[src/rtl/rcm_pkg.sv]
// Package for the rotation coordinate mapper: default sizes, register
// indexes, reset values and APB port widths. No dependencies.
package rcm_pkg;

  localparam int DIM_BITS_DEF       = 12;
  localparam int TRIG_FRAC_BITS_DEF = 14;
  localparam int MAG_FRAC_BITS_DEF  = 12;

  // fraction fields handed to the bilinear stage
  localparam int FRAC_OUT_BITS = 12;

  localparam int APB_DW = 32;
  localparam int APB_AW = 5;
  localparam int REG_IDX_W = 3;

  localparam logic [REG_IDX_W-1:0] REG_COS     = 3'd0;
  localparam logic [REG_IDX_W-1:0] REG_SIN     = 3'd1;
  localparam logic [REG_IDX_W-1:0] REG_INV_MAG = 3'd2;
  localparam logic [REG_IDX_W-1:0] REG_IN_W    = 3'd3;
  localparam logic [REG_IDX_W-1:0] REG_IN_H    = 3'd4;
  localparam logic [REG_IDX_W-1:0] REG_OUT_W   = 3'd5;
  localparam logic [REG_IDX_W-1:0] REG_OUT_H   = 3'd6;

  localparam int IN_WIDTH_RST   = 640;
  localparam int IN_HEIGHT_RST  = 480;
  localparam int OUT_WIDTH_RST  = 640;
  localparam int OUT_HEIGHT_RST = 480;

endpackage

[src/rtl/rcm_rotate.sv]
// Rotation half of the mapper pipeline: centering, four products, sums.
// Three register stages with elastic valid/ready. Depends on rcm_pkg.
module rcm_rotate #(
  parameter int DIM_BITS       = rcm_pkg::DIM_BITS_DEF,
  parameter int TRIG_FRAC_BITS = rcm_pkg::TRIG_FRAC_BITS_DEF
) (
  input  logic                                  clk_i,
  input  logic                                  rst_ni,
  input  logic                                  valid_i,
  output logic                                  ready_o,
  input  logic [DIM_BITS-1:0]                   col_i,
  input  logic [DIM_BITS-1:0]                   row_i,
  input  logic [TRIG_FRAC_BITS+1:0]             cos_i,
  input  logic [TRIG_FRAC_BITS+1:0]             sin_i,
  input  logic [DIM_BITS-1:0]                   out_width_i,
  input  logic [DIM_BITS-1:0]                   out_height_i,
  output logic                                  valid_o,
  input  logic                                  ready_i,
  output logic signed [DIM_BITS+TRIG_FRAC_BITS+4:0] rx_o,
  output logic signed [DIM_BITS+TRIG_FRAC_BITS+4:0] ry_o
);

  localparam int UW  = DIM_BITS + 2;
  localparam int TW  = TRIG_FRAC_BITS + 2;
  localparam int PW1 = UW + TW;
  localparam int RW  = PW1 + 1;

  logic [2:0] v_q;
  logic [2:0] en;

  logic signed [UW-1:0]  u_q, v_pos_q;
  logic signed [TW-1:0]  cos_s, sin_s;
  logic signed [PW1-1:0] ucos_d, vsin_d, vcos_d, usin_d;
  logic signed [PW1-1:0] ucos_q, vsin_q, vcos_q, usin_q;
  logic signed [RW-1:0]  rx_q, ry_q;

  assign en[2] = !v_q[2] || ready_i;
  assign en[1] = !v_q[1] || en[2];
  assign en[0] = !v_q[0] || en[1];
  assign ready_o = en[0];

  always_ff @(posedge clk_i or negedge rst_ni) begin
    if (!rst_ni) begin
      v_q <= '0;
    end else begin
      if (en[0]) v_q[0] <= valid_i;
      if (en[1]) v_q[1] <= v_q[0];
      if (en[2]) v_q[2] <= v_q[1];
    end
  end

  assign cos_s  = cos_i;
  assign sin_s  = sin_i;
  assign ucos_d = u_q * cos_s;
  assign vsin_d = v_pos_q * sin_s;
  assign vcos_d = v_pos_q * cos_s;
  assign usin_d = u_q * sin_s;

  // u, v in half pixels relative to the output frame center
  always_ff @(posedge clk_i) begin
    if (en[0]) begin
      u_q     <= {1'b0, col_i, 1'b0} - {2'b00, out_width_i};
      v_pos_q <= {1'b0, row_i, 1'b0} - {2'b00, out_height_i};
    end
    if (en[1]) begin
      ucos_q <= ucos_d;
      vsin_q <= vsin_d;
      vcos_q <= vcos_d;
      usin_q <= usin_d;
    end
    if (en[2]) begin
      rx_q <= RW'(ucos_q) - RW'(vsin_q);
      ry_q <= RW'(vcos_q) + RW'(usin_q);
    end
  end

  assign valid_o = v_q[2];
  assign rx_o    = rx_q;
  assign ry_o    = ry_q;

endmodule

[config.mk]
export PLATFORM = sky130hd
export DESIGN_NAME = rcm_rotate
export DESIGN_NICKNAME = d
export VERILOG_FILES = /design/src/rtl/rcm_pkg.sv /design/src/rtl/rcm_rotate.sv
export SDC_FILE = /design/constraint.sdc
export NUM_CORES = 2
export LEC_CHECK = 0
export ABC_AREA = 1
export BUFFER_PORTS_ARGS = -buffer_cell sky130_fd_sc_hd__buf_4
export CAP_MARGIN = 20
export CORE_AREA = 2 2 301 303
export DETAILED_ROUTE_END_ITERATION = 8
export DIE_AREA = 0 0 303 305
export HOLD_SLACK_MARGIN = 0.12
export PLACE_DENSITY = 0.71
export REMOVE_ABC_BUFFERS = 1
export SLEW_MARGIN = 5
export SYNTH_ARGS = -nofsm -noshare
export SYNTH_HDL_FRONTEND = slang
export SYNTH_SLANG_ARGS = --single-unit
[constraint.sdc]
create_clock -name clk_i -period 10.9 [get_ports clk_i]
set_clock_uncertainty 0.1 [all_clocks]
set_input_delay 2.18 -clock clk_i [delete_from_list [all_inputs] [get_ports clk_i]]
set_output_delay 2.18 -clock clk_i [all_outputs]
set_load 0.005 [all_outputs]
* Word-level counts from Yosys, hierarchy flattened *
Cells that the tools add are included.

word-level totals
  flip-flop bits (word level) = 213
  latch bits = 0
  bits in writable memories = 0
  bits in read-only memories = 0
  input port bits = 84
  output and inout port bits = 64
  logic and storage cells = 25
  memories = 0

operators by class
  $add $sub $neg = 4
  multipliers = 4
  divide/modulo/power cells = 0
  magnitude comparators = 0
  equal/unequal tests = 0
  shift operators = 0
  muxes and demuxes = 0
  bitwise operators = 0
  reductions and logical operators = 6

operator list
  operator                                        number
  14-bit by 16-bit multiplier with 30-bit output  4
  30-bit by 30-bit adder with 31-bit output       1
  30-bit by 30-bit subtractor with 31-bit output  1
  13-bit by 12-bit subtractor with 14-bit output  2
  1-bit logical NOT                               3
  1-bit logical OR                                3

* Logic depth before layout (Yosys ltp) *
  depth after elaboration = 4
  gate-level depth with buffers = 28
  gate-level depth less buffers = 26

* Worst setup path before layout *
Ideal clock, no wire load.

  path kind = input to register
  start point = in sin_i[15]
  end point = reg usin_q[29] (data pin)
  library setup time = 258 ps
  arrival time = 7,285 ps
  required time = 10,542 ps
  path slack = 3,257 ps
  cell stages on the path = 22
  buffers on the path = 2
  path through = clkbuf_1 -> clkbuf_1 -> nand2_1 -> fa_1 -> fa_1 -> inv_1 -> fa_1 -> fa_1 -> fa_1 -> inv_1 -> fa_1 -> inv_1 -> ha_1 -> nand2_2 -> nor2_2 -> inv_2 -> nor3_1 -> nand2_1 -> nand3_1 -> inv_1 -> nand2_1 -> nand2_1

on the way
  cells in the longest elaborated chain, start to end = 1

RTL lines
  what                                            line              RTL
  start, declared                                 rcm_rotate.sv:14  input logic [TRIG_FRAC_BITS+1:0] sin_i,
  14-bit by 16-bit multiplier with 30-bit output  rcm_rotate.sv:57  assign usin_d = u_q * sin_s;
  net usin_d[29]                                  rcm_rotate.sv:33  logic signed [PW1-1:0] ucos_d, vsin_d, vcos_d, usin_d;
  end signal, assigned                            rcm_rotate.sv:69  usin_q <= usin_d;
  end, declared                                   rcm_rotate.sv:34  logic signed [PW1-1:0] ucos_q, vsin_q, vcos_q, usin_q;

The timed path passes the listed nets, and every way through them passes these cells.
A chain may end at the register's enable or synchronous reset.

* Worst setup path in the final report *
  start point = in cos_i[15]
  end point = reg vcos_q[23] (data pin)

on the way
  cells in the longest elaborated chain, start to end = 1

RTL lines
  what                                            line              RTL
  start, declared                                 rcm_rotate.sv:13  input logic [TRIG_FRAC_BITS+1:0] cos_i,
  14-bit by 16-bit multiplier with 30-bit output  rcm_rotate.sv:56  assign vcos_d = v_pos_q * cos_s;
  net vcos_d[23]                                  rcm_rotate.sv:33
  end signal, assigned                            rcm_rotate.sv:68  vcos_q <= vcos_d;
  end, declared                                   rcm_rotate.sv:34

The timed path passes the listed nets, and every way through them passes these cells.

==> results.md <==
* Chip Height at 305 um
* Async S/R FF share, synth at 1.41%
* Violated checks: design-rule violations
* Die Wd at 303 um
* Number of unique standard cell types used by synthesis at 34
* YS warnings at 0
* Hpwl dp at 105 mm
* Grt ovf at 0
* Mapped Avg Cell Area at 7.74 um2
* Min cycle time layout at 7.56 ns
* Top-area cell type share of the netlist area at 36.1%
* Top cell type by total area after synthesis: fa_1
* Post-synth top cells: inv_1, nand2_1, fa_1
* Final max-slew violation count at 0
* Part of the cycle the worst path needs at 69.3%
* Relative slew slack at 30.1%
* CTS Root Cell: clkbuf_16
* CTS tree: yes
* Share of layout cells above drive strength 1 at 5.04%
* Wirelength per Cell at 17.4 um
* CTS Sinks at 213
* Number of global-route vias before repair at about 39k
* Initial DRC count at 3361
* Die ar. at 92400 um2
* Drt drc at 9
* CTS resizes at 0
* GRT Overall Usage at 29.3%
* Gpl congestion at slightly below 1
* FP Rows at between 100 and 150
* Vias at 39.0k
* PortBufs at 147
* Setup TNS at 0 ns
* Cts hold-fix bufs at 0
* Crit path required time at 11.15 ns
* Layout area overhead at 6.50%
* Sequential area share after synthesis at 13.1%
* Pin count of the biggest net entering global routing at 69
* Initial core utilization at 54.6%
* Setup-failing EPs final at 0
* Crit start category: input pin
* Synth Instances at around 6.3k
* Total CTS buffers at 29
* Overall routed net length at 131 mm
* Max Freq at 132 MHz
* Mapped cell area at between 40000 and 50000 um2
* Top FF cell, synth: edfxtp_1
* Max-cap violation count at 0
* Drt first pass iters at 9
* EDFF count, synth at 210
* Worst Hold Class: reg2reg
* Routed Antenna Nets at 0
* Worst-skew pair later-pin latency at 0.61 ns
* Ant. Diodes at 0
* RSZ-0062 raised after global routing: no
* CTS clk-pin slew, worst paths at 0.06 ns
* CP arrival at 7.80 ns
* Vias per inst at about 5.2
* Core area at a little under 90000 um2
* Initial antenna violation count at 0
* Final nets at 7663
* H-tree depth at 1
* Hold Vio Cnt, Final at 0
* Most common cell in the netlist: inv_1
* Outcome: finished, violations left
* CP Max Fanout at 28
* Critical path class: in2reg
* Post-CTS setup buffer count at 0
* First-pass GRT wire length at between 200 and 250 mm
* Max Buffers Root-to-Sink at 3
* Worst slew pin tran at 1.05 ns
* Setup crit end kind: flop
* Num ports at 148
* Yosys reg bits at 213
* Top cells by area, synth: fa_1, inv_1, nand2_1
## through the flow
stage / cell area [um2] / utilization [%] / hold WS [ns] / std cells / worst slack, ns
after detailed placement: 50900 / 57.0 / 0.343 / 7478 / 2.83
after global placement: 50900 / 57.0 / 0.326 / 7478 / 2.83
after CTS: 52000 / 58.2 / 0.356 / 7530 / 3.43
after global routing: 52000 / 58.2 / 0.389 / 7530 / 3.11
final: 52000 / 58.2 / 0.350 / 7530 / 3.34
after floorplan: 48100 / - / 0.323 / 6124 / 3.81
## registers in the layout, summed over array words and instances, names as in the netlist
signal / cells
rx_o: 31
ry_o: 31
ucos_q: 30
usin_q: 30
vcos_q: 30
vsin_q: 30
u_q: 14
v_pos_q: 14
v_q: 3
## metal layers
| layer | vias to the layer above | routed length [um] | global-route usage, % |
|---|---|---|---|
| met5 | - | 48 | 0.370 |
| met4 | 2 | 3220 | 6.83 |
| met3 | 151 | 11900 | 4.47 |
| met2 | 1548 | 56200 | 43.5 |
| met1 | 19000 | 59400 | 45.1 |
| li1 | 18300 | - | - |
## final cells by class
type / instances / area (um2)
Fill cell: 8294 / 37400
Clock buffer: 36 / 752
Inverter: 1856 / 6970
Multi-Input combinational cell: 4055 / 34800
Sequential cell: 213 / 6380
Clock inverter: 16 / 280
Timing Repair Buffer: 178 / 1340
Tap cell: 1176 / 1470
## logic make-up after synthesis
logic type	Yosys count	synth area share, %
XOR/XNOR	139	2.50
flip-flops	213	13.1
AND/OR/NAND/NOR	2331	19.5
AO/OA/AOI/OAI	339	3.79
buffers and inverters	2036	15.7
adder cells (fa/ha/maj)	1246	45.5
## final timing paths
path | from | end | slack [ns] | cells past startpoint
min in group asynchronous | rst_ni | v_q[1]$_DFFE_PN0P_ | 1.24 | 1
worst min-delay path | v_q[1]$_DFFE_PN0P_ | v_q[2]$_DFFE_PN0P_ | 0.35 | 2
worst max-delay path | cos_i[15] | vcos_q[23]$_DFFE_PP_ | 3.34 | 19
max in group asynchronous | rst_ni | v_q[2]$_DFFE_PN0P_ | 9.36 | 1
worst max register to register | v_pos_q[2]$_DFFE_PP_ | vcos_q[23]$_DFFE_PP_ | 4.39 | 19
worst min register to register | v_q[1]$_DFFE_PN0P_ | v_q[2]$_DFFE_PN0P_ | 0.35 | 2
## worst max-delay path, cell delays in order
cell,delay (ns)
buf_4,0.30
nand2_1,0.22
fa_1,0.56
fa_1,0.77
inv_1,0.19
fa_1,0.49
fa_1,0.47
fa_1,0.52
inv_1,0.05
fa_1,0.49
inv_1,0.04
ha_1,0.40
nand2_1,0.14
nor2_1,0.25
inv_1,0.07
nor2_1,0.21
nand4_1,0.22
nand4_1,0.15
nand2_1,0.05
## cells in the final DEF, fill, tap and decap left out, types with 23 or more instances in the layout
cell type / count
nor3_1: 25
edfxtp_1: 210
inv_1: 1847
xor2_1: 103
nand2_2: 23
nand4_1: 64
a21oi_1: 187
ha_1: 366
o21bai_1: 30
o21ai_0: 85
nand2_1: 1712
buf_4: 178
nand3_1: 166
xnor2_1: 36
nor2_2: 32
clkbuf_16: 29
fa_1: 880
nor2_1: 263
Power is left out: the tool's default activity adds up to more than one toggle a clock period on the data nets, which glitch-free logic cannot reach.
