--- config.mk ---
export PLATFORM = sky130hd
export DESIGN_NAME = rcm_cfg
export DESIGN_NICKNAME = d
export VERILOG_FILES = /design/src/rtl/rcm_pkg.sv /design/src/rtl/rcm_cfg.sv
export SDC_FILE = /design/constraint.sdc
export NUM_CORES = 1
export LEC_CHECK = 0
export ABC_AREA = 1
export BUFFER_PORTS_ARGS = -buffer_cell sky130_fd_sc_hd__buf_2
export CORE_ASPECT_RATIO = 0.7
export CORE_MARGIN = 1.5
export CORE_UTILIZATION = 50
export CTS_CLUSTER_SIZE = 16
export DETAILED_ROUTE_END_ITERATION = 8
export PLACE_DENSITY = 0.86
export SLEW_MARGIN = 20
export SYNTH_ARGS = -nofsm -noshare
export SYNTH_HDL_FRONTEND = slang
export SYNTH_SLANG_ARGS = --single-unit
--- constraint.sdc ---
create_clock -name clk_i -period 1.2 [get_ports clk_i]
set_input_delay 0.12 -clock clk_i [delete_from_list [all_inputs] [get_ports clk_i]]
set_output_delay 0.12 -clock clk_i [all_outputs]
set_load 0.005 [all_outputs]
--- src/rtl/rcm_pkg.sv ---
// Package for the rotation coordinate mapper: default sizes, register
// indexes, reset values and APB port widths. No dependencies.
package rcm_pkg;

  localparam int DIM_BITS_DEF       = 12;
  localparam int TRIG_FRAC_BITS_DEF = 14;
  localparam int MAG_FRAC_BITS_DEF  = 12;

  // fraction fields handed to the bilinear stage
  localparam int FRAC_OUT_BITS = 12;

  localparam int APB_DW = 32;
  localparam int APB_AW = 5;
  localparam int REG_IDX_W = 3;

  localparam logic [REG_IDX_W-1:0] REG_COS     = 3'd0;
  localparam logic [REG_IDX_W-1:0] REG_SIN     = 3'd1;
  localparam logic [REG_IDX_W-1:0] REG_INV_MAG = 3'd2;
  localparam logic [REG_IDX_W-1:0] REG_IN_W    = 3'd3;
  localparam logic [REG_IDX_W-1:0] REG_IN_H    = 3'd4;
  localparam logic [REG_IDX_W-1:0] REG_OUT_W   = 3'd5;
  localparam logic [REG_IDX_W-1:0] REG_OUT_H   = 3'd6;

  localparam int IN_WIDTH_RST   = 640;
  localparam int IN_HEIGHT_RST  = 480;
  localparam int OUT_WIDTH_RST  = 640;
  localparam int OUT_HEIGHT_RST = 480;

endpackage

--- src/rtl/rcm_cfg.sv ---
// APB register file of the rotation coordinate mapper.
// Depends on rcm_pkg for register indexes and reset values.
module rcm_cfg #(
  parameter int DIM_BITS       = rcm_pkg::DIM_BITS_DEF,
  parameter int TRIG_FRAC_BITS = rcm_pkg::TRIG_FRAC_BITS_DEF,
  parameter int MAG_FRAC_BITS  = rcm_pkg::MAG_FRAC_BITS_DEF
) (
  input  logic                        clk_i,
  input  logic                        rst_ni,
  input  logic                        psel,
  input  logic                        penable,
  input  logic                        pwrite,
  input  logic [rcm_pkg::APB_AW-1:0]  paddr,
  input  logic [rcm_pkg::APB_DW-1:0]  pwdata,
  output logic [rcm_pkg::APB_DW-1:0]  prdata,
  output logic                        pready,
  output logic [TRIG_FRAC_BITS+1:0]   cos_o,
  output logic [TRIG_FRAC_BITS+1:0]   sin_o,
  output logic [MAG_FRAC_BITS+3:0]    inv_mag_o,
  output logic [DIM_BITS-1:0]         in_width_o,
  output logic [DIM_BITS-1:0]         in_height_o,
  output logic [DIM_BITS-1:0]         out_width_o,
  output logic [DIM_BITS-1:0]         out_height_o
);

  localparam int TW = TRIG_FRAC_BITS + 2;
  localparam int MW = MAG_FRAC_BITS + 4;

  logic [TW-1:0]                     cos_q, sin_q;
  logic [MW-1:0]                     mag_q;
  logic [DIM_BITS-1:0]               in_w_q, in_h_q, out_w_q, out_h_q;
  logic [rcm_pkg::REG_IDX_W-1:0]     idx;
  logic                              wr_en;

  assign idx   = paddr[rcm_pkg::APB_AW-1:2];
  assign wr_en = psel && penable && pwrite;
  assign pready = 1'b1;

  always_ff @(posedge clk_i or negedge rst_ni) begin
    if (!rst_ni) begin
      cos_q   <= TW'(1) << TRIG_FRAC_BITS;
      sin_q   <= '0;
      mag_q   <= MW'(1) << MAG_FRAC_BITS;
      in_w_q  <= DIM_BITS'(rcm_pkg::IN_WIDTH_RST);
      in_h_q  <= DIM_BITS'(rcm_pkg::IN_HEIGHT_RST);
      out_w_q <= DIM_BITS'(rcm_pkg::OUT_WIDTH_RST);
      out_h_q <= DIM_BITS'(rcm_pkg::OUT_HEIGHT_RST);
    end else if (wr_en) begin
      unique case (idx)
        rcm_pkg::REG_COS:     cos_q   <= pwdata[TW-1:0];
        rcm_pkg::REG_SIN:     sin_q   <= pwdata[TW-1:0];
        rcm_pkg::REG_INV_MAG: mag_q   <= pwdata[MW-1:0];
        rcm_pkg::REG_IN_W:    in_w_q  <= pwdata[DIM_BITS-1:0];
        rcm_pkg::REG_IN_H:    in_h_q  <= pwdata[DIM_BITS-1:0];
        rcm_pkg::REG_OUT_W:   out_w_q <= pwdata[DIM_BITS-1:0];
        rcm_pkg::REG_OUT_H:   out_h_q <= pwdata[DIM_BITS-1:0];
        default: ;
      endcase
    end
  end

  always_comb begin
    unique case (idx)
      rcm_pkg::REG_COS:     prdata = rcm_pkg::APB_DW'(cos_q);
      rcm_pkg::REG_SIN:     prdata = rcm_pkg::APB_DW'(sin_q);
      rcm_pkg::REG_INV_MAG: prdata = rcm_pkg::APB_DW'(mag_q);
      rcm_pkg::REG_IN_W:    prdata = rcm_pkg::APB_DW'(in_w_q);
      rcm_pkg::REG_IN_H:    prdata = rcm_pkg::APB_DW'(in_h_q);
      rcm_pkg::REG_OUT_W:   prdata = rcm_pkg::APB_DW'(out_w_q);
      rcm_pkg::REG_OUT_H:   prdata = rcm_pkg::APB_DW'(out_h_q);
      default:              prdata = '0;
    endcase
  end

  assign cos_o        = cos_q;
  assign sin_o        = sin_q;
  assign inv_mag_o    = mag_q;
  assign in_width_o   = in_w_q;
  assign in_height_o  = in_h_q;
  assign out_width_o  = out_w_q;
  assign out_height_o = out_h_q;

endmodule

### After elaboration in Yosys (flattened, before gate mapping)

Cells that the tools add are included.
W data, S select, Z words.

* reduce and logical (&&, ||, !) cells: 10
* mux-type cells: 1
* eq/ne operators: 6

Operator list (count)
* $pmux W16 S7: 1
* $reduce_and A2 Y1: 7
* $eq A3 B3 Y1 const B: 3
* $eq A3 B2 Y1 const B: 2
* $eq A3 B1 Y1 const B: 1
* $logic_not A3 Y1: 1
* $logic_and A1 B1 Y1: 2

* output and inout bits: 129
* word-level logic and storage cells: 24
* flip-flop bits (word level): 96
* input port bits: 42

### Depth between registers and ports, before layout

* depth in word-level cells: 3
* gate-level depth with buffers: 7
* depth with buffers taken out: 5

### Least setup slack after synthesis

Ideal clock, no wire load.

* path type: input-to-reg
* from: in pwrite
* to: reg mag_q[10], in the netlist inv_mag_o[10]
* data required time: 1135 ps
* arrival: 971 ps
* stages on the path: 6
* library setup time: 65 ps
* slack: 164 ps
* buffers on the path: 2
* path through: nand3_1 buf_2 nor2_2 buf_4 nand2_1 nand2_1

* word-level cells in the longest chain between the ends: 2

RTL lines
* start, declared: RTL line rcm_cfg.sv:12 `input logic pwrite,`
* $logic_and A1 B1 Y1: RTL line rcm_cfg.sv:36 `assign wr_en = psel && penable && pwrite;`
* $reduce_and A2 Y1 (no line)
* end signal, assigned: RTL line rcm_cfg.sv:43 `mag_q <= MW'(1) << MAG_FRAC_BITS;`
* end signal, assigned: RTL line rcm_cfg.sv:52 `rcm_pkg::REG_INV_MAG: mag_q <= pwdata[MW-1:0];`
* end, declared: RTL line rcm_cfg.sv:30 `logic [MW-1:0] mag_q;`

No other way between the ends.
A chain may end at the register's enable or synchronous reset.

### Worst setup path in the final report

* from: reg in_w_q[7], in the netlist in_width_o[7]
* to: out prdata[7] (netlist bit)

* word-level cells in the longest chain between the ends: 1

RTL lines
* start, declared: RTL line rcm_cfg.sv:31 `logic [DIM_BITS-1:0] in_w_q, in_h_q, out_w_q, out_h_q;`
* start signal, assigned: RTL line rcm_cfg.sv:44 `in_w_q <= DIM_BITS'(rcm_pkg::IN_WIDTH_RST);`
* start signal, assigned: RTL line rcm_cfg.sv:53 `rcm_pkg::REG_IN_W: in_w_q <= pwdata[DIM_BITS-1:0];`
* $pmux W16 S7: RTL line rcm_cfg.sv:63 `unique case (idx)`
* end, declared: RTL line rcm_cfg.sv:15 `output logic [rcm_pkg::APB_DW-1:0] prdata,`

No other way between the ends.

==> impl_metrics.env <==
export IMPL_rr_endpoint="in_width_o[3]"
export IMPL_synth_edf_count=0
export IMPL_grt_overflow_total=0
export IMPL_antenna_left=0
export IMPL_cts_buffers=9
export IMPL_synth_top_area_share=0.419
export IMPL_cts_buffer_depth=2
export IMPL_whs_ps=6.12
export IMPL_root_buffer="clkbuf_16"
export IMPL_antenna_found_initial=0
export IMPL_numClockSinks=96
export IMPL_rrSetupSlack_ps=260
export IMPL_final_max_slew_viol_count=0
export IMPL_num_fill_cells=745
export IMPL_drt_pass1_iter_count=6
export IMPL_grt_max_degree=97
export IMPL_met3_usage=0.0778
export IMPL_worstSkewPairLatency_ps=350
export IMPL_gr_usage_met2=0.539
export IMPL_path_max_fanout=2
export IMPL_cp_required_ps=1080
export IMPL_initial_utilization=0.527
export IMPL_violations="setup timing"
export IMPL_synth_common_cells="232 x nand2_1, 95 x o21ai_0, 82 x dfrtp_1, 48 x nand4_1, 39 x nor2_1"
export IMPL_async_flop_share=1.00
export IMPL_yosysSeqAreaShare=0.494
export IMPL_cap_violations=0
export IMPL_crit_arrival_ps=1360
export IMPL_start_kind="register"
export IMPL_placed_area_um2=5900
export IMPL_final_cell_area_um2=6670
export IMPL_crit_chain="nand4_1, nand2_2, nor2_1, nand2_1, buf_2"
export IMPL_setup_ws_ps=-285
export IMPL_powerDensity_nw_per_um2=1590
export IMPL_min_path_cells=3
export IMPL_use_met1=0.500
export IMPL_die_x_um=121
export IMPL_drtIter0Drc=698
export IMPL_synth_most_common_cell="nand2_1"
export IMPL_layout_min_cycle_time_ps=1480
export IMPL_yosysWarnings=0
export IMPL_tightest_slew_ps=522
export IMPL_dp_final_hpwl_um=12300
export IMPL_via_per_inst=5.88
export IMPL_avgRoutedWirePerCell_um=19.2
export IMPL_finalWirelength_um=18300
export IMPL_finalCritPeriodShare=1.24
export IMPL_boundaryPins=171
export IMPL_yosysTopAreaCell="dfrtp_1"
export IMPL_crit_path_end_kind="output port"
export IMPL_worst_setup_path_type="register to output port"
export IMPL_min_to="inv_mag_o[15]"
export IMPL_top_usage_layer="met2"
export IMPL_grt_pass1_vias=5074
export IMPL_synth_cells=636
export IMPL_netlist_area_um2=4890
export IMPL_r2r_start="in_width_o[3]"
export IMPL_die_area_um2=10400
export IMPL_io_buffers=135
export IMPL_skew_ps=0
export IMPL_timing_fmax_mhz=673
export IMPL_grt_usage=0.353
export IMPL_drt_drc_violations_left=0
export IMPL_final_nets=865
export IMPL_p_leak_uw=0.00365
export IMPL_min_from="pwdata[15]"
export IMPL_syn_to_final_growth_pct=36.3
export IMPL_dp_cells=897
export IMPL_cts_tree="yes"
export IMPL_place_congestion=0.917
export IMPL_reg2reg_depth=4
export IMPL_synth_main_ff_cell="dfrtp_1"
export IMPL_slowest_delay_ps=580
export IMPL_vias=5595
export IMPL_slew_headroom=0.652
export IMPL_synth_area_top_cells="dfrtp_1 42%, nand2_1 18%, o21ai_0 9.7%"
export IMPL_h_tree_depth=3
export IMPL_vdd_drop_max_v=0.00108
export IMPL_min_path_type="input port to register"
export IMPL_n_antenna_cell=0
export IMPL_hold_violations=0
export IMPL_final_cells=952
export IMPL_syn_area_per_cell_um2=7.70
export IMPL_worst_path_max_delay_cell="dfstp_2"
export IMPL_rsz0062_at_grt="yes"
export IMPL_finalSetupViolCount=21
export IMPL_total_power_uw=10600
export IMPL_path_clk_slew_ps=70
export IMPL_num_rows=29
export IMPL_grt_pass1_wl_um=27500
export IMPL_outcome="finished with violations"
export IMPL_die_y_um=85.8
export IMPL_synth_seq_cells=96
export IMPL_synth_cell_type_count=22
export IMPL_core_area_um2=9290
export IMPL_drive_gt1_frac=0.343
## worst max-delay path, delay by kind of cell, from the launching register on
kind,cells,cell delay [ps]
buf+inv,1,110
flops,1,580
simple gates,4,330
## report_power, final
| group | internal, uW | switching (uW) |
|---|---|---|
| logic | 1270 | 1460 |
| registers | 3930 | 514 |
| clock network | 2110 | 1310 |
## final cells by class
type / instances / area (um^2) / area share
Tap cell: 124 / 155 / 0.0232
Multi-Input combinational cell: 475 / 2180 / 0.327
Clock buffer: 10 / 239 / 0.0358
Clock inverter: 6 / 115 / 0.0172
Inverter: 19 / 71.3 / 0.0107
Timing Repair Buffer: 222 / 1490 / 0.223
Sequential cell: 96 / 2420 / 0.363
## cell usage in the layout (no fill, tap or decap), drive strengths merged, types with 3 or more instances in the layout
cell type	count
dfstp	14
dfrtp	82
nand4	48
nor2	44
bufinv	3
clkbuf	11
buf	220
o211ai	4
nand3	31
conb	17
nand2	233
inv	20
o21ai	96
## kinds of logic after synthesis
| family | after synthesis | synth area share |
|---|---|---|
| flip-flops | 96 | 0.494 |
| AND/OR/NAND/NOR | 358 | 0.317 |
| AO/OA/AOI/OAI | 100 | 0.104 |
| other | 2 | 0.00153 |
| buffers and inverters | 80 | 0.0826 |
## flip-flops by register name, indices dropped and copies added (netlist names)
name / count
sin_o: 16
out_height_o: 12
in_height_o: 12
inv_mag_o: 16
in_width_o: 12
cos_o: 16
out_width_o: 12
## stage by stage
| stage | worst slack [ps] | util | setup TNS [ps] |
|---|---|---|---|
| 2_1_floorplan | 164 | - | 0 |
| 5_1_grt | -336 | 0.718 | -3710 |
| 3_3_place_gp | -36.5 | 0.636 | -130 |
| 3_5_place_dp | -73.7 | 0.636 | -1290 |
| 4_1_cts | -260 | 0.706 | -2330 |
| 6_report | -285 | 0.718 | -2810 |
## worst max path at each step
| stage | start | end | cells past startpoint |
|---|---|---|---|
| detailed placement | paddr[2] | prdata[8] | 8 |
| global route | in_width_o[9] | prdata[9] | 5 |
| global placement | paddr[2] | prdata[8] | 8 |
| floorplan | pwrite | inv_mag_o[10] | 6 |
| finish | in_width_o[7] | prdata[7] | 5 |
| CTS | in_width_o[7] | prdata[7] | 5 |
## repair_timing
action                     4_1_cts  5_1_grt
gates cloned                     0        0
setup endpoints to repair       15       21
pin swaps                       37       17
setup buffers                   33        5
hold buffers                     1        0
hold endpoints to repair        82        0
gates resized for setup         16       20
## routing by layer
layer  up-vias  wire length [um]
li1       2438                 -
met1      2655              7030
met2       439              8120
met3        63              2500
met4         0               627
met5         -                 0
No activity file was read; power rests on OpenSTA's default activity.
