==> config.mk <==
export PLATFORM = sky130hd
export DESIGN_NAME = rcm_locate_flat
export DESIGN_NICKNAME = d
export VERILOG_FILES = /design/src/rtl/rcm_pkg.sv /design/src/rtl/rcm_if.sv /design/src/rtl/rcm_locate.sv /design/src/flat_wrapper.sv
export SDC_FILE = /design/constraint.sdc
export NUM_CORES = 2
export LEC_CHECK = 0
export BUFFER_PORTS_ARGS = -buffer_cell sky130_fd_sc_hd__buf_2
export CAP_MARGIN = 20
export CORE_AREA = 2 2 358 360
export CTS_CLUSTER_SIZE = 14
export DETAILED_ROUTE_END_ITERATION = 8
export DIE_AREA = 0 0 360 362
export GPL_TIMING_DRIVEN = 0
export PLACE_DENSITY = 0.54
export SETUP_SLACK_MARGIN = 0.1
export SYNTH_ARGS = -nofsm -noshare
export SYNTH_HDL_FRONTEND = slang
export SYNTH_SLANG_ARGS = --single-unit
==> constraint.sdc <==
create_clock -name clk_i -period 11.86 [get_ports clk_i]
set_input_delay 2.372 -clock clk_i [delete_from_list [all_inputs] [get_ports clk_i]]
set_output_delay 2.372 -clock clk_i [all_outputs]
set_load 0.01 [all_outputs]
==> src/rtl/rcm_pkg.sv <==
// Package for the rotation coordinate mapper: default sizes, register
// indexes, reset values and APB port widths. No dependencies.
package rcm_pkg;

  localparam int DIM_BITS_DEF       = 12;
  localparam int TRIG_FRAC_BITS_DEF = 14;
  localparam int MAG_FRAC_BITS_DEF  = 12;

  // fraction fields handed to the bilinear stage
  localparam int FRAC_OUT_BITS = 12;

  localparam int APB_DW = 32;
  localparam int APB_AW = 5;
  localparam int REG_IDX_W = 3;

  localparam logic [REG_IDX_W-1:0] REG_COS     = 3'd0;
  localparam logic [REG_IDX_W-1:0] REG_SIN     = 3'd1;
  localparam logic [REG_IDX_W-1:0] REG_INV_MAG = 3'd2;
  localparam logic [REG_IDX_W-1:0] REG_IN_W    = 3'd3;
  localparam logic [REG_IDX_W-1:0] REG_IN_H    = 3'd4;
  localparam logic [REG_IDX_W-1:0] REG_OUT_W   = 3'd5;
  localparam logic [REG_IDX_W-1:0] REG_OUT_H   = 3'd6;

  localparam int IN_WIDTH_RST   = 640;
  localparam int IN_HEIGHT_RST  = 480;
  localparam int OUT_WIDTH_RST  = 640;
  localparam int OUT_HEIGHT_RST = 480;

endpackage

==> src/rtl/rcm_if.sv <==


interface rcm_res_if #(
  parameter int DIM_BITS = rcm_pkg::DIM_BITS_DEF
) ();
  logic                               valid;
  logic                               ready;
  logic                               inside_res;
  logic [DIM_BITS-1:0]                source_x;
  logic [DIM_BITS-1:0]                source_y;
  logic [2*DIM_BITS-1:0]              source_offset;
  logic [rcm_pkg::FRAC_OUT_BITS-1:0]  frac_x;
  logic [rcm_pkg::FRAC_OUT_BITS-1:0]  frac_y;
  logic                               right_edge;
  logic                               bottom_edge;

  modport source (output valid, output inside_res, output source_x, output source_y,
                  output source_offset, output frac_x, output frac_y,
                  output right_edge, output bottom_edge, input ready);
  modport sink   (input valid, input inside_res, input source_x, input source_y,
                  input source_offset, input frac_x, input frac_y,
                  input right_edge, input bottom_edge, output ready);
endinterface

==> src/rtl/rcm_locate.sv <==
// Scaling and source lookup half of the pipeline: magnification products,
// recentering with frame test, address and edge flags into the output word.
// Depends on rcm_pkg and rcm_res_if.
module rcm_locate #(
  parameter int DIM_BITS       = rcm_pkg::DIM_BITS_DEF,
  parameter int TRIG_FRAC_BITS = rcm_pkg::TRIG_FRAC_BITS_DEF,
  parameter int MAG_FRAC_BITS  = rcm_pkg::MAG_FRAC_BITS_DEF
) (
  input  logic                                      clk_i,
  input  logic                                      rst_ni,
  input  logic                                      valid_i,
  output logic                                      ready_o,
  input  logic signed [DIM_BITS+TRIG_FRAC_BITS+4:0] rx_i,
  input  logic signed [DIM_BITS+TRIG_FRAC_BITS+4:0] ry_i,
  input  logic [MAG_FRAC_BITS+3:0]                  inv_mag_i,
  input  logic [DIM_BITS-1:0]                       in_width_i,
  input  logic [DIM_BITS-1:0]                       in_height_i,
  rcm_res_if.source                                 res_o
);

  localparam int RW  = DIM_BITS + TRIG_FRAC_BITS + 5;
  localparam int MW  = MAG_FRAC_BITS + 4;
  localparam int P2W = RW + MW + 1;
  localparam int PXW = P2W + 1;
  localparam int S   = TRIG_FRAC_BITS + MAG_FRAC_BITS + 1;
  localparam int FW  = rcm_pkg::FRAC_OUT_BITS;
  localparam int OW  = 2 * DIM_BITS;

  logic [2:0] v_q;
  logic [2:0] en;

  logic signed [MW:0]      mag_s;
  logic signed [P2W-1:0]   prx_d, pry_d, prx_q, pry_q;
  logic signed [PXW-1:0]   px, py, cx, cy, limx, limy;
  logic                    in_x, in_y;

  logic                    ins_q;
  logic [DIM_BITS-1:0]     sx_q, sy_q;
  logic [FW-1:0]           fx_q, fy_q;

  logic                    o_ins_q, o_re_q, o_be_q;
  logic [DIM_BITS-1:0]     o_sx_q, o_sy_q;
  logic [OW-1:0]           o_off_q, off_d;
  logic [FW-1:0]           o_fx_q, o_fy_q;
  logic [DIM_BITS-1:0]     w_last, h_last;

  assign en[2] = !v_q[2] || res_o.ready;
  assign en[1] = !v_q[1] || en[2];
  assign en[0] = !v_q[0] || en[1];
  assign ready_o = en[0];

  always_ff @(posedge clk_i or negedge rst_ni) begin
    if (!rst_ni) begin
      v_q <= '0;
    end else begin
      if (en[0]) v_q[0] <= valid_i;
      if (en[1]) v_q[1] <= v_q[0];
      if (en[2]) v_q[2] <= v_q[1];
    end
  end

  assign mag_s = {1'b0, inv_mag_i};
  assign prx_d = rx_i * mag_s;
  assign pry_d = ry_i * mag_s;

  // recenter on the input frame: add half the frame size
  assign cx   = PXW'(in_width_i) << (S - 1);
  assign cy   = PXW'(in_height_i) << (S - 1);
  assign limx = PXW'(in_width_i) << S;
  assign limy = PXW'(in_height_i) << S;
  assign px   = {prx_q[P2W-1], prx_q} + cx;
  assign py   = {pry_q[P2W-1], pry_q} + cy;
  assign in_x = !px[PXW-1] && (px < limx);
  assign in_y = !py[PXW-1] && (py < limy);

  assign off_d  = OW'(sy_q) * OW'(in_width_i) + OW'(sx_q);
  assign w_last = in_width_i - DIM_BITS'(1);
  assign h_last = in_height_i - DIM_BITS'(1);

  always_ff @(posedge clk_i) begin
    if (en[0]) begin
      prx_q <= prx_d;
      pry_q <= pry_d;
    end
    if (en[1]) begin
      ins_q <= in_x && in_y;
      sx_q  <= px[S +: DIM_BITS];
      sy_q  <= py[S +: DIM_BITS];
      fx_q  <= px[S-FW +: FW];
      fy_q  <= py[S-FW +: FW];
    end
    if (en[2]) begin
      o_ins_q <= ins_q;
      if (ins_q) begin
        o_sx_q  <= sx_q;
        o_sy_q  <= sy_q;
        o_off_q <= off_d;
        o_fx_q  <= fx_q;
        o_fy_q  <= fy_q;
        o_re_q  <= (sx_q == w_last);
        o_be_q  <= (sy_q == h_last);
      end else begin
        o_sx_q  <= '0;
        o_sy_q  <= '0;
        o_off_q <= '0;
        o_fx_q  <= '0;
        o_fy_q  <= '0;
        o_re_q  <= 1'b0;
        o_be_q  <= 1'b0;
      end
    end
  end

  assign res_o.valid         = v_q[2];
  assign res_o.inside_res    = o_ins_q;
  assign res_o.source_x      = o_sx_q;
  assign res_o.source_y      = o_sy_q;
  assign res_o.source_offset = o_off_q;
  assign res_o.frac_x        = o_fx_q;
  assign res_o.frac_y        = o_fy_q;
  assign res_o.right_edge    = o_re_q;
  assign res_o.bottom_edge   = o_be_q;

endmodule

==> src/flat_wrapper.sv <==
// flat-port wrapper written by rule: the top's interface ports become plain ports
module rcm_locate_flat 
#(
  parameter int DIM_BITS       = rcm_pkg::DIM_BITS_DEF,
  parameter int TRIG_FRAC_BITS = rcm_pkg::TRIG_FRAC_BITS_DEF,
  parameter int MAG_FRAC_BITS  = rcm_pkg::MAG_FRAC_BITS_DEF
)
  (clk_i, rst_ni, valid_i, ready_o, rx_i, ry_i, inv_mag_i, in_width_i, in_height_i, res_o_valid, res_o_inside_res, res_o_source_x, res_o_source_y, res_o_source_offset, res_o_frac_x, res_o_frac_y, res_o_right_edge, res_o_bottom_edge, res_o_ready);
  rcm_res_if #(.DIM_BITS(DIM_BITS)) res_o_i ();
  input  logic clk_i;
  input  logic rst_ni;
  input  logic valid_i;
  output logic ready_o;
  input  logic signed [DIM_BITS+TRIG_FRAC_BITS+4:0] rx_i;
  input  logic signed [DIM_BITS+TRIG_FRAC_BITS+4:0] ry_i;
  input  logic [MAG_FRAC_BITS+3:0] inv_mag_i;
  input  logic [DIM_BITS-1:0] in_width_i;
  input  logic [DIM_BITS-1:0] in_height_i;
  output wire logic [$bits(res_o_i.valid)-1:0] res_o_valid;
  output wire logic [$bits(res_o_i.inside_res)-1:0] res_o_inside_res;
  output wire logic [$bits(res_o_i.source_x)-1:0] res_o_source_x;
  output wire logic [$bits(res_o_i.source_y)-1:0] res_o_source_y;
  output wire logic [$bits(res_o_i.source_offset)-1:0] res_o_source_offset;
  output wire logic [$bits(res_o_i.frac_x)-1:0] res_o_frac_x;
  output wire logic [$bits(res_o_i.frac_y)-1:0] res_o_frac_y;
  output wire logic [$bits(res_o_i.right_edge)-1:0] res_o_right_edge;
  output wire logic [$bits(res_o_i.bottom_edge)-1:0] res_o_bottom_edge;
  input wire logic [$bits(res_o_i.ready)-1:0] res_o_ready;
  assign res_o_valid = res_o_i.valid;
  assign res_o_inside_res = res_o_i.inside_res;
  assign res_o_source_x = res_o_i.source_x;
  assign res_o_source_y = res_o_i.source_y;
  assign res_o_source_offset = res_o_i.source_offset;
  assign res_o_frac_x = res_o_i.frac_x;
  assign res_o_frac_y = res_o_i.frac_y;
  assign res_o_right_edge = res_o_i.right_edge;
  assign res_o_bottom_edge = res_o_i.bottom_edge;
  assign res_o_i.ready = res_o_ready;
  rcm_locate #(.DIM_BITS(DIM_BITS), .TRIG_FRAC_BITS(TRIG_FRAC_BITS), .MAG_FRAC_BITS(MAG_FRAC_BITS)) u_core (.clk_i(clk_i), .rst_ni(rst_ni), .valid_i(valid_i), .ready_o(ready_o), .rx_i(rx_i), .ry_i(ry_i), .inv_mag_i(inv_mag_i), .in_width_i(in_width_i), .in_height_i(in_height_i), .res_o(res_o_i));
endmodule
-- Word level (Yosys, flattened, before mapping)
Index checks and enable logic that the tools add are counted.
- add/subtract/negate cells: 5
- multipliers: 3
- equality and inequality tests: 2
- reductions and logical operators: 11
- order comparisons: 2
- operators by type and width (kind ; number):
    adder 48 x 39 -> 49 bit ; 2
    less-than comparator 49 x 40 -> 1 bit ; 2
    multiplier 31 x 17 -> 48 bit ; 2
    adder 24 x 12 -> 24 bit ; 1
    equality test 12 bit ; 2
    multiplier 12 x 12 -> 24 bit ; 1
    subtractor 12 x 1 -> 12 bit, second input constant ; 2
    logical NOT 1 bit ; 5
    logical AND 1 bit ; 3
    logical OR 1 bit ; 3
- bits of input ports: 106
- register bits: 223
- logic and storage cells: 41
- output and inout bits: 77

-- Logic depth before layout (Yosys ltp)
- word-level depth: 4
- depth in mapped cells: 26
- gate-level depth less buffers: 25

-- Worst setup path after synthesis
No wires, ideal clock.
- path type: input -> register
- start: in inv_mag_i[2]
- end: reg u_core.pry_q[41], data pin
- data arrival time: 8.232 ns
- setup slack: 3.358 ns
- path buffers: 2
- library setup time: 0.270 ns
- data required time: 11.590 ns
- cell stages on the path: 23
- path through: clkbuf_1 > clkbuf_1 > nand2_1 > fa_1 > fa_1 > fa_1 > inv_1 > fa_1 > fa_1 > inv_1 > fa_1 > inv_1 > ha_1 > a2111oi_2 > o21ai_1 > a211oi_2 > nand3_1 > and3_4 > a211o_4 > a21oi_4 > o21a_1 > o41ai_2 > xor2_1
- longest elaborated chain between the ends: 1
- ends and longest elaborated chain (item ; RTL line ; text):
    start: declaration ; flat_wrapper.sv:16 ; input logic [MAG_FRAC_BITS+3:0] inv_mag_i;
    multiplier 31 x 17 -> 48 bit ; rcm_locate.sv:64 ; assign pry_d = ry_i * mag_s;
    via u_core.pry_d[41] ; rcm_locate.sv:33 ; logic signed [P2W-1:0] prx_d, pry_d, prx_q, pry_q;
    end signal: assignment ; rcm_locate.sv:83 ; pry_q <= pry_d;
    end: declaration ; rcm_locate.sv:33 ;
The timed path passes the listed nets, and every way through them passes these cells.
A chain may end at the register's enable or synchronous reset.

-- Worst setup path after layout
- start: in inv_mag_i[10]
- end: reg u_core.pry_q[47], data pin
Same word-level chain as after synthesis.

==> flow_summary.yaml <==
clock_tree:
  cts_buffer_depth: 2
  cts_hold_buf: 0
  cts_root_buf: "clkbuf_16"
  clock-sinks: 193
  post_cts_buffers: 0
  numCtsBuffers: 17
  cts_resized: 0
  tritoncts: "built"
  htree_num_levels: 4
  worstSkewPairLatency_ns: 0.55
  clkTransAtPathRegs_ns: 0.08
worst_setup_path:
  worstSetupPathType: "primary input to flop"
  crit_slowest_cell: "clkbuf_1"
  crit_required_ns: 12.13
  rrSetupSlack_ns: 5.56
  cp-start-kind: "primary input"
  crit_chain: "clkbuf_1 -> clkbuf_1 -> nand2_1 -> fa_1 -> inv_1 -> fa_1 -> fa_1 -> fa_1 -> fa_1 -> inv_1 -> fa_1 -> inv_1 -> ha_1 -> a21o_1 -> a21o_1 -> nor4_1 -> nand3_1 -> and3_4 -> a211o_4 -> a31oi_4 -> o31ai_2 -> mux2i_1 -> nand4_1"
  r2r-start: "u_core.sy_q[9]"
  cp.arrival_ns: 10.10
  end_kind: "flop"
  path_buf_inv: 5
  timing.rr.end: "u_core.res_o.source_offset[20]"
  max_stage_delay_ns: 0.90
  cpMostUsedCell: "fa_1"
  reg2regPathDepth: 19
  worstSetupStartpoint: "inv_mag_i[10]"
  crit_family: "adder cells"
  crit_fanout: 10
floorplan:
  die_w_um: 360
  core_sq_um: 127000
  floorplan.initialDensity_pct: 37.6
  rows: 131
  boundaryPins: 183
  die-area_sq_um: 130000
  die_h_um: 362
yosys:
  synthTopCellsByArea: "fa_1 (44%), edfxtp_1 (12%), inv_1 (10%)"
  yosysSeqAreaShare_pct: 12.1
  synth.most_common_cell: "inv_1"
  ys_warn_count: 0
  synth_top_cell_by_area: "fa_1"
  synth_top_flop_cell: "edfxtp_1"
  yosysUniqueCellTypes: 81
  syn_nets: 6530
  syn-cell-area_sq_um: 47700
  yosysTopAreaCellShare_pct: 44.5
  synth_edf_count: 190
  synthTopCellsByCount: "inv_1 (1274), fa_1 (1059), nand2_1 (708)"
  synthCells: 5022
  syn_avg_cell_area_sq_um: 9.49
  ys_ff_latch: 193
  async_flop_share_pct: 1.55
global_routing:
  grtUsageTotal_pct: 22.8
  grt_pass1_vias: 36541
  grt.overflow.total: 0
  grt_max_degree: 64
  antenna_found_initial: 34
  grt_pass1_wl_mm: 222
sta:
  min_period_ns: 9.83
  fin_skew_ns: 0.0195
  fin_tns_setup_ns: 0
  drv_slew: 0
  min_period_over_period_pct: 82.9
  tightest_slew_ns: 1.15
  rsz0062_at_grt: "false"
  max_slew_margin_pct: 23.6
  finalHoldViolations: 0
  setup_viol: 0
  fmax_mhz: 102
min_path:
  hold_class: "flop to flop"
  worstHoldStart: "u_core.pry_q[21]"
  hold_depth: 0
  hold_path_end: "u_core.fy_q[6]"
final_layout:
  area_growth_pct: 8.18
  layout-drive-gt1-share_pct: 4.92
  num-fill-cells: 12703
  nets: 6736
drt:
  routed_wl_mm: 143
  post_drt_via_cell_ratio: 4.94
  num_vias: 34155
  drtIter0Drc: 2171
  wire_per_inst_um: 20.7
  ant_nets: 0
  firstDrtPassIters: 5
  drcViolationCount: 0
run_status:
  status: "complete, no violations"
job:
  cap_violations: 0
placement:
  port_buffers: 171
  gp_congestion: 0.896
  hpwl_mm: 121
==> cell usage in the layout, fill, tap and decap left out, drive strengths merged, types with 5 or more instances in the layout <==
cell type	Yosys	final
a2111oi	5	5
or2	5	5
xor2	39	39
fa	1059	1059
nor2b	19	19
a31oi	12	12
nand3	30	30
a211oi	11	11
nand2	708	708
nand3b	5	5
buf	0	187
a21o	41	41
o21bai	15	15
xnor2	105	105
o21a	17	17
and2	542	542
nor2	70	70
a21oi	98	98
a41oi	5	5
ha	343	343
diode	0	7
inv	1274	1282
o211ai	7	7
o21ai	50	50
edfxtp	190	190
nand2b	14	14
clkinv	0	6
clkbuf	209	226
nor4	8	8
nor3	31	31
nand4	19	19
o41ai	5	5
or3	5	5
and3	18	18
a211o	8	8
==> final cells by class <==
type / instances / area [sq um] / share of cell area [%]
flip-flops and latches: 193 / 5780 / 11.2
inverters: 1274 / 4780 / 9.28
clock inverters: 15 / 220 / 0.427
diodes: 7 / 17.5 / 0.0340
well taps: 1662 / 2080 / 4.03
repair buffers: 187 / 1150 / 2.22
plain buffers: 209 / 785 / 1.52
multi-input cells: 3346 / 36300 / 70.4
clock buffers: 17 / 425 / 0.825
==> state kept, by name, indices dropped and copies added, names as in the netlist <==
signal,count
u_core.sy_q,12
u_core.res_o.source_y,12
u_core.res_o.source_offset,24
u_core.pry_q,33
u_core.res_o.right_edge,1
u_core.res_o.bottom_edge,1
u_core.res_o.frac_y,12
u_core.ins_q,1
u_core.res_o.frac_x,12
u_core.res_o.inside_res,1
u_core.fx_q,12
u_core.fy_q,12
u_core.sx_q,12
u_core.v_q,3
u_core.res_o.source_x,12
u_core.prx_q,33
==> metrics by stage <==
stage | utilization, % | worst slack (ns) | cells | instance area, sq um | hold slack [ns]
after floorplan | - | 3.36 | 5022 | 47700 | 0.400
after global placement | 39.9 | 1.39 | 6855 | 50600 | 0.403
after detailed placement | 40.2 | 1.46 | 6870 | 50900 | 0.405
after CTS | 40.7 | 2.03 | 6902 | 51500 | 0.416
after global routing | 40.7 | 1.75 | 6905 | 51500 | 0.418
final | 40.7 | 2.03 | 6910 | 51500 | 0.413
==> logic make-up after synthesis <==
logic type	Yosys count	share of synthesized area, %
AOI/OAI and AO/OA	314	4.68
adders and majority gates	1402	53.5
and+or+nand+nor	1482	15.3
xor gates and xnor gates	144	2.65
DFF	193	12.1
muxes	4	0.0840
buffers and inverters	1483	11.7
==> metal layers <==
metal  routed length (um)  track usage [%]  vias up
met5                  184                0        -
met4                 3950             6.20       28
met3                10800             4.76      186
met2                66000             37.1     1108
met1                61900             30.8    17596
li1                     -                -    15237
==> worst reg2reg max path, stage by stage, from the launching register on <==
cell,delay [ns]
edfxtp_1,0.33
clkbuf_1,0.40
clkbuf_1,0.53
nand2_1,0.18
fa_1,0.55
inv_1,0.05
fa_1,0.45
fa_1,0.50
fa_1,0.57
fa_1,0.41
ha_1,0.34
o21ai_0,0.11
a21oi_1,0.16
o21ai_1,0.15
or2_2,0.34
a31o_2,0.28
a211oi_1,0.34
nor3_1,0.11
xnor2_1,0.14
and2_1,0.15
==> worst max-delay path by stage <==
stage / endpoint / cells after the start
CTS: u_core.pry_q[47] / 23
floorplan: u_core.pry_q[41] / 23
global route: u_core.pry_q[47] / 25
global placement: u_core.pry_q[47] / 22
finish: u_core.pry_q[47] / 23
detailed placement: u_core.pry_q[47] / 23
Power is left out: the tool's default activity adds up to more than one toggle a clock period on the data nets, which glitch-free logic cannot reach.
